### src/design/cwr_pkg.sv
// Package: codes, constants and result type of the command word receiver.
`default_nettype none
package cwr_pkg;

  // Table capture length, header counted as word 0
  localparam int unsigned TABLE_WORDS = 84;
  localparam int unsigned TABLE_IDX_W = 7;
  localparam logic [TABLE_IDX_W-1:0] TABLE_LAST = TABLE_IDX_W'(TABLE_WORDS);

  // Single-word codes
  localparam logic [15:0] CMD_TEST1      = 16'h9901;
  localparam logic [15:0] CMD_TEST2      = 16'h9902;
  localparam logic [15:0] CMD_TEST3      = 16'h994E;
  localparam logic [15:0] CMD_TABLE_HDR  = 16'h9931;
  localparam logic [15:0] CMD_COLL_A     = 16'h9910;
  localparam logic [15:0] CMD_COLL_B     = 16'h9911;
  localparam logic [15:0] CMD_ORDER10    = 16'h9921;
  localparam logic [15:0] CMD_ORDER2     = 16'h9942;
  localparam logic [15:0] CMD_ORDER3     = 16'h9943;
  localparam logic [15:0] CMD_ORDER5     = 16'h9945;
  localparam logic [15:0] CMD_ORDER6     = 16'h9946;
  localparam logic [15:0] CMD_ORDER7     = 16'h9922;
  localparam logic [15:0] CMD_ORDER8     = 16'h9923;
  localparam logic [15:0] CMD_ORDER13    = 16'h9924;
  localparam logic [15:0] CMD_MOD_LONG   = 16'h995A;

  // Upper 12 bits that open a modify capture
  localparam logic [11:0] MOD_HI_A = 12'h995;
  localparam logic [11:0] MOD_HI_B = 12'h996;
  localparam logic [11:0] MOD_HI_C = 12'h999;
  localparam logic [11:0] MOD_HI_D = 12'h99A;

  localparam logic [1:0] MOD_LEN_SHORT = 2'd2;
  localparam logic [1:0] MOD_LEN_LONG  = 2'd3;

  // Test codes
  localparam logic [2:0] TEST_NONE       = 3'd0;
  localparam logic [2:0] TEST_ONE        = 3'd1;
  localparam logic [2:0] TEST_TWO        = 3'd2;
  localparam logic [2:0] TEST_THREE      = 3'd3;
  localparam logic [2:0] TEST_TABLE_DONE = 3'd4;

  // Order codes
  localparam logic [3:0] ORDER_NONE       = 4'd0;
  localparam logic [3:0] ORDER_2          = 4'd2;
  localparam logic [3:0] ORDER_3          = 4'd3;
  localparam logic [3:0] ORDER_5          = 4'd5;
  localparam logic [3:0] ORDER_6          = 4'd6;
  localparam logic [3:0] ORDER_7          = 4'd7;
  localparam logic [3:0] ORDER_8          = 4'd8;
  localparam logic [3:0] ORDER_TABLE_DONE = 4'd9;
  localparam logic [3:0] ORDER_10         = 4'd10;
  localparam logic [3:0] ORDER_MOD_DONE   = 4'd11;
  localparam logic [3:0] ORDER_13         = 4'd13;

  typedef struct packed {
    logic [2:0]             test_code;
    logic [3:0]             order_code;
    logic                   collection_start;
    logic                   table_write;
    logic [TABLE_IDX_W-1:0] table_index;
    logic                   table_complete;
    logic                   modify_write;
    logic [1:0]             modify_index;
    logic [15:0]            stored_word;
  } cwr_result_t;

  // Map a single-word order command to its order number
  function automatic logic [3:0] single_order(input logic [15:0] w);
    logic [3:0] ord;
    case (w)
      CMD_ORDER10: ord = ORDER_10;
      CMD_ORDER2:  ord = ORDER_2;
      CMD_ORDER3:  ord = ORDER_3;
      CMD_ORDER5:  ord = ORDER_5;
      CMD_ORDER6:  ord = ORDER_6;
      CMD_ORDER7:  ord = ORDER_7;
      CMD_ORDER8:  ord = ORDER_8;
      CMD_ORDER13: ord = ORDER_13;
      default:     ord = ORDER_NONE;
    endcase
    return ord;
  endfunction

endpackage
`default_nettype wire

### src/design/cwr_in_stage.sv
// Input register stage: captures one received word per transaction.
`default_nettype none
module cwr_in_stage
  import cwr_pkg::*;
(
  input  wire         clk_i,
  input  wire         rst_ni,
  input  wire         in_valid_i,
  output logic        in_stall_o,
  input  wire  [15:0] word_i,
  input  wire         out_ready_i,
  output logic        s1_valid_o,
  output logic        s1_adv_o,
  output logic [15:0] s1_word_o
);

  logic        valid_q, valid_d;
  logic [15:0] word_q;
  logic        accept;

  // Advance when the result register can take the item
  assign s1_adv_o   = valid_q && out_ready_i;
  assign in_stall_o = valid_q && !out_ready_i;
  assign accept     = in_valid_i && !in_stall_o;

  always_comb begin
    valid_d = valid_q;
    if (accept) begin
      valid_d = 1'b1;
    end else if (s1_adv_o) begin
      valid_d = 1'b0;
    end
  end

  always_ff @(posedge clk_i or negedge rst_ni) begin
    if (!rst_ni) begin
      valid_q <= 1'b0;
    end else begin
      valid_q <= valid_d;
    end
  end

  // Payload needs no reset
  always_ff @(posedge clk_i) begin
    if (accept) begin
      word_q <= word_i;
    end
  end

  assign s1_valid_o = valid_q;
  assign s1_word_o  = word_q;

endmodule
`default_nettype wire

### src/design/cwr_decode.sv
// Priority decoder with table and modify capture state.
`default_nettype none
module cwr_decode
  import cwr_pkg::*;
(
  input  wire         clk_i,
  input  wire         rst_ni,
  input  wire         adv_i,
  input  wire  [15:0] word_i,
  output cwr_result_t res_o
);

  logic                   tbl_act_q, tbl_act_d;
  logic [TABLE_IDX_W-1:0] tbl_cnt_q, tbl_cnt_d;
  logic                   mod_act_q, mod_act_d;
  logic [1:0]             mod_cnt_q, mod_cnt_d;
  logic [1:0]             mod_len_q, mod_len_d;
  logic [TABLE_IDX_W-1:0] tbl_inc;
  logic [1:0]             mod_inc;
  logic [3:0]             ord_single;
  logic                   mod_open;

  assign tbl_inc    = tbl_cnt_q + TABLE_IDX_W'(1);
  assign mod_inc    = mod_cnt_q + 2'd1;
  assign ord_single = single_order(word_i);
  assign mod_open   = word_i[15:4] inside {MOD_HI_A, MOD_HI_B, MOD_HI_C, MOD_HI_D};

  // Decode in priority order and compute next capture state
  always_comb begin
    res_o     = '0;
    tbl_act_d = tbl_act_q;
    tbl_cnt_d = tbl_cnt_q;
    mod_act_d = mod_act_q;
    mod_cnt_d = mod_cnt_q;
    mod_len_d = mod_len_q;
    if (word_i == CMD_TEST1) begin
      res_o.test_code = TEST_ONE;
    end else if (word_i == CMD_TEST2) begin
      res_o.test_code = TEST_TWO;
    end else if (word_i == CMD_TEST3) begin
      res_o.test_code = TEST_THREE;
    end else if (word_i == CMD_TABLE_HDR || tbl_act_q) begin
      res_o.table_write = 1'b1;
      res_o.table_index = tbl_cnt_q;
      res_o.stored_word = word_i;
      tbl_act_d         = 1'b1;
      tbl_cnt_d         = tbl_inc;
      if (tbl_inc == TABLE_LAST) begin
        tbl_act_d            = 1'b0;
        tbl_cnt_d            = '0;
        res_o.table_complete = 1'b1;
        res_o.order_code     = ORDER_TABLE_DONE;
        res_o.test_code      = TEST_TABLE_DONE;
      end
    end else if (word_i == CMD_COLL_A || word_i == CMD_COLL_B) begin
      res_o.collection_start = 1'b1;
    end else if (ord_single != ORDER_NONE) begin
      res_o.order_code = ord_single;
    end else if (mod_act_q || mod_open) begin
      res_o.modify_write = 1'b1;
      res_o.modify_index = mod_cnt_q;
      res_o.stored_word  = word_i;
      mod_cnt_d          = mod_inc;
      if (!mod_act_q) begin
        mod_act_d = 1'b1;
        mod_len_d = (word_i == CMD_MOD_LONG) ? MOD_LEN_LONG : MOD_LEN_SHORT;
      end else if (mod_inc >= mod_len_q) begin
        res_o.order_code = ORDER_MOD_DONE;
        mod_act_d        = 1'b0;
        mod_cnt_d        = '0;
      end
    end
  end

  // Commit state when the item moves to the result register
  always_ff @(posedge clk_i or negedge rst_ni) begin
    if (!rst_ni) begin
      tbl_act_q <= 1'b0;
      tbl_cnt_q <= '0;
      mod_act_q <= 1'b0;
      mod_cnt_q <= '0;
      mod_len_q <= '0;
    end else if (adv_i) begin
      tbl_act_q <= tbl_act_d;
      tbl_cnt_q <= tbl_cnt_d;
      mod_act_q <= mod_act_d;
      mod_cnt_q <= mod_cnt_d;
      mod_len_q <= mod_len_d;
    end
  end

endmodule
`default_nettype wire

### src/design/cwr_out_stage.sv
// Result register stage: holds one decoded result until taken.
`default_nettype none
module cwr_out_stage
  import cwr_pkg::*;
(
  input  wire         clk_i,
  input  wire         rst_ni,
  input  wire         load_i,
  input  cwr_result_t res_i,
  input  wire         out_stall_i,
  output logic        out_valid_o,
  output logic        ready_o,
  output cwr_result_t res_o
);

  logic        valid_q, valid_d;
  cwr_result_t res_q;

  // Free when empty or when the held result leaves this cycle
  assign ready_o = !valid_q || !out_stall_i;

  always_comb begin
    valid_d = valid_q;
    if (load_i) begin
      valid_d = 1'b1;
    end else if (valid_q && !out_stall_i) begin
      valid_d = 1'b0;
    end
  end

  always_ff @(posedge clk_i or negedge rst_ni) begin
    if (!rst_ni) begin
      valid_q <= 1'b0;
    end else begin
      valid_q <= valid_d;
    end
  end

  always_ff @(posedge clk_i) begin
    if (load_i) begin
      res_q <= res_i;
    end
  end

  assign out_valid_o = valid_q;
  assign res_o       = res_q;

endmodule
`default_nettype wire

### src/design/command_word_receiver_unit.sv
// Top level of the command word receiver.
//
//   channel | direction | handshake            | payload
//   in      | input     | in_valid_i/in_stall_o | word_i
//   out     | output    | out_valid_o/out_stall_i | test_code_o .. stored_word_o
//
// One word per cycle sustained while out_stall_i is low; an accepted word is
// held in the input register, then decoded and loaded into the result register.
// Capture state is committed as an item moves into the result register.
// Reset (rst_ni low) clears both stage valids and all capture state at once.
// A stalled output holds its result; the input still takes a word until the
// input register also fills, then in_stall_o rises.
`default_nettype none
module command_word_receiver_unit
  import cwr_pkg::*;
(
  input  wire                    clk_i,
  input  wire                    rst_ni,
  input  wire                    in_valid_i,
  output logic                   in_stall_o,
  input  wire  [15:0]            word_i,
  output logic                   out_valid_o,
  input  wire                    out_stall_i,
  output logic [2:0]             test_code_o,
  output logic [3:0]             order_code_o,
  output logic                   collection_start_o,
  output logic                   table_write_o,
  output logic [TABLE_IDX_W-1:0] table_index_o,
  output logic                   table_complete_o,
  output logic                   modify_write_o,
  output logic [1:0]             modify_index_o,
  output logic [15:0]            stored_word_o
);

  logic        s1_valid;
  logic        s1_adv;
  logic [15:0] s1_word;
  logic        out_ready;
  cwr_result_t dec_res;
  cwr_result_t out_res;

  cwr_in_stage u_in (
    .clk_i       (clk_i),
    .rst_ni      (rst_ni),
    .in_valid_i  (in_valid_i),
    .in_stall_o  (in_stall_o),
    .word_i      (word_i),
    .out_ready_i (out_ready),
    .s1_valid_o  (s1_valid),
    .s1_adv_o    (s1_adv),
    .s1_word_o   (s1_word)
  );

  cwr_decode u_dec (
    .clk_i  (clk_i),
    .rst_ni (rst_ni),
    .adv_i  (s1_adv && s1_valid),
    .word_i (s1_word),
    .res_o  (dec_res)
  );

  cwr_out_stage u_out (
    .clk_i       (clk_i),
    .rst_ni      (rst_ni),
    .load_i      (s1_adv),
    .res_i       (dec_res),
    .out_stall_i (out_stall_i),
    .out_valid_o (out_valid_o),
    .ready_o     (out_ready),
    .res_o       (out_res)
  );

  // Break out the result fields
  assign test_code_o        = out_res.test_code;
  assign order_code_o       = out_res.order_code;
  assign collection_start_o = out_res.collection_start;
  assign table_write_o      = out_res.table_write;
  assign table_index_o      = out_res.table_index;
  assign table_complete_o   = out_res.table_complete;
  assign modify_write_o     = out_res.modify_write;
  assign modify_index_o     = out_res.modify_index;
  assign stored_word_o      = out_res.stored_word;

endmodule
`default_nettype wire

### config.mk
export PLATFORM = sky130hd
export DESIGN_NAME = command_word_receiver_unit
export DESIGN_NICKNAME = d
export VERILOG_FILES = /design/src/design/cwr_pkg.sv /design/src/design/cwr_in_stage.sv /design/src/design/cwr_decode.sv /design/src/design/cwr_out_stage.sv /design/src/design/command_word_receiver_unit.sv
export SDC_FILE = /design/constraint.sdc
export NUM_CORES = 1
export LEC_CHECK = 0
export BUFFER_PORTS_ARGS = -buffer_cell sky130_fd_sc_hd__clkbuf_2
export CAP_MARGIN = 10
export CORE_ASPECT_RATIO = 0.7
export CORE_MARGIN = 8
export CORE_UTILIZATION = 55
export DETAILED_ROUTE_END_ITERATION = 12
export HOLD_SLACK_MARGIN = 0.15
export PLACE_DENSITY = 0.79
export SLEW_MARGIN = 25
export SYNTH_ARGS = -nofsm -noshare
export SYNTH_HDL_FRONTEND = slang
export SYNTH_HIERARCHICAL = 1
export SYNTH_SLANG_ARGS = --single-unit
export TNS_END_PERCENT = 10
### constraint.sdc
create_clock -name clk_i -period 3 [get_ports clk_i]
set_input_delay 0.15 -clock clk_i [delete_from_list [all_inputs] [get_ports clk_i]]
set_output_delay 0.15 -clock clk_i [all_outputs]
set_load 0.02 [all_outputs]
==> flow_summary.yaml <==
clocking:
  post_cts_buffers: 0
  clock_path_buffers: 2
  path_clk_slew_ps: 70
  ctsHoldBuffers: 19
  clock_latency_ps: 350
  cts_resized: 0
  clkSinkCount: 67
  numCtsBuffers: 9
  cts_tree: "done"
  cts_root_buf: "clkbuf_8"
  htreeDepth: 3
place:
  gp_congestion: 0.888
  dp_hpwl_um: 4590
  port_buffers: 57
final_layout:
  antenna_cells: 0
  finalNetCount: 346
  drive_above_1_share_pct: 29.3
  final_cell_mix: "clkbuf_2 (57), edfxtp_1 (52), and2_1 (21)"
  area_growth_pct: 22.9
  final_common_cell: "clkbuf_2"
  final_util_pct: 68.5
yosys:
  synth_area_um2: 3110
  postSynthAreaPerCell_um2: 12.8
  async_reset_ff_share_pct: 22.4
  yosysWarnings: 6
  synth_edf_count: 52
  synth_seq_cells: 67
  yosysSeqAreaShare_pct: 62.2
  synth_nets: 267
  synth_cell_types: 60
  syn-instance-count: 244
  synth_flop_cell: "edfxtp_1"
grt:
  grt_pass1_wl_um: 11000
  grt_usage_pct: 16.9
  overflow: 0
  grt_max_degree: 38
  grt_pass1_vias: 2221
  antenna_found_initial: 0
routing:
  vias: 2253
  drt_iter0_drc: 195
  totalWireLength_um: 6770
  ant_nets: 0
  viasPerCell: 5.59
  drtPass1Iterations: 5
  wl_per_cell_um: 16.8
  drc: 0
setup_path:
  rr_startpoint: "u_in/s1_word_o[1]"
  r2r_cells: 6
  cp.required_ps: 3210
  reg2reg_slack_ps: 280
  startpoint: "u_in/s1_word_o[1]"
  startpoint_type: "register"
  critical_path_class: "register to register"
  worstPathArrival_ps: 2930
  critPathCaptureType: "register"
  crit_end: "u_out/res_o[2]"
  r2r-end: "u_out/res_o[2]"
  path_max_fanout: 10
die:
  die-area_um2: 8360
  die_w_um: 106
  initial_core_util_pct: 55.8
  core_um2: 5580
  row_count: 23
  pin_count: 58
  die_h_um: 78.9
sta:
  setup_tns_ps: 0
  fin_skew_ps: 7.51
  worstMarginPinSlew_ps: 741
  finalMaxSlewViolations: 0
  fmax_mhz: 368
  post-route-min-period_ps: 2720
  setup_viol: 0
  timing.final.hold_violations: 0
  rsz0062_at_grt: "false"
  timing.final.crit_share_pct: 90.5
  maxSlewHeadroom_pct: 50.5
flow_run:
  drv_cap: 0
worst_hold_path:
  hp-class: "input pin to asynchronous set/reset pin"
power_and_ir_drop:
  irDropWorstVdd_mv: 0.419
  leakagePower_nw: 1.58
  powerDensity_nw_per_um2: 672
run_status:
  status: "finished clean"
[stage by stage]
stage | total power [W] | setup slack (ps) | cell area (um^2) | std cells | hold slack (ps)
global placement | 0.00184 | 403 | 3450 | 368 | 85.1
global route | 0.00270 | 167 | 3820 | 403 | 299
finish | 0.00257 | 284 | 3820 | 403 | 258
floorplan | 0.00168 | 353 | 3110 | 244 | -146
CTS | 0.00259 | 353 | 3820 | 403 | 262
detailed placement | 0.00186 | 362 | 3450 | 368 | 99.5
[worst max-delay path, cell delays in order, from the launching register on]
cell and delay, ps:
edfxtp_1 530, or4b_4 630, nor4_2 320, a21o_2 260, a21oi_1 80, a21oi_1 550
and2_1 220
[worst min path at each step]
stage,from,endpoint,slack (ps),cells past startpoint
global route,rst_ni,u_dec/mod_cnt_q[1],300,2
detailed placement,rst_ni,u_dec/mod_cnt_q[1],100,1
floorplan,rst_ni,u_dec/mod_act_q,-150,0
global placement,rst_ni,u_dec/mod_cnt_q[1],90,1
finish,rst_ni,u_dec/mod_cnt_q[1],260,2
CTS,rst_ni,u_dec/tbl_cnt_q[2],260,2
[synth_stat cells, types with 3 or more instances]
cell      count  area [um^2]
nor3_1        8         40.0
clkbuf_1      3         11.3
a21oi_1       8         40.0
nand4_1       3         18.8
o21ai_0      11         55.1
and3_1        3         18.8
nor4_1        3         18.8
nor3b_1       5         37.5
nand2_1      11         41.3
ha_1          3         37.5
inv_1         5         18.8
nor2_1       13         48.8
o211ai_1      3         22.5
edfxtp_1     52         1560
a21o_1        3         22.5
xor2_1        6         52.6
nand2b_1      4         25.0
buf_2         5         25.0
and2_1       22          138
nor2b_1       5         31.3
and2_2        5         37.5
dfrtp_1      15          375
nand3_1       4         20.0
[flip-flops by register name, summed over array words and instances, names as in the netlist, 2 cells and up]
name             count
u_dec/mod_cnt_q      2
u_dec/mod_len_q      2
u_dec/tbl_cnt_q      7
u_in/s1_word_o      16
u_out/res_o         36
[per-layer routing]
metal  global-route usage (%)  wire (um)
met3                     7.92        768
met2                     24.9       3100
met5                        0          0
met1                     21.2       2790
met4                     6.71        115
[logic make-up after synthesis]
| group | synth area share (%) |
|---|---|
| adder cells (fa/ha/maj) | 1.21 |
| flip-flops | 62.2 |
| AND/OR/NAND/NOR | 22.0 |
| AO/OA/AOI/OAI | 8.12 |
| buffers and inverters | 2.97 |
| XOR/XNOR | 1.97 |
| multiplexers | 1.53 |
[power by group]
group          leakage, nW  internal (W)  switching (W)
Clock               0.0870      0.000380       0.000330
Combinational        0.796      0.000238       0.000364
Sequential           0.701       0.00117      0.0000873
Total                 1.58       0.00179       0.000781
[final cells by class]
| type | count | area (um^2) |
|---|---|---|
| Clock buffer | 11 | 131 |
| Clock inverter | 5 | 53.8 |
| Fill cell | 398 | 1760 |
| Inverter | 5 | 18.8 |
| Multi-Input combinational cell | 160 | 1080 |
| Sequential cell | 67 | 1940 |
| Tap cell | 75 | 93.8 |
| Timing Repair Buffer | 80 | 505 |
(Power assumes the default switching activity.)
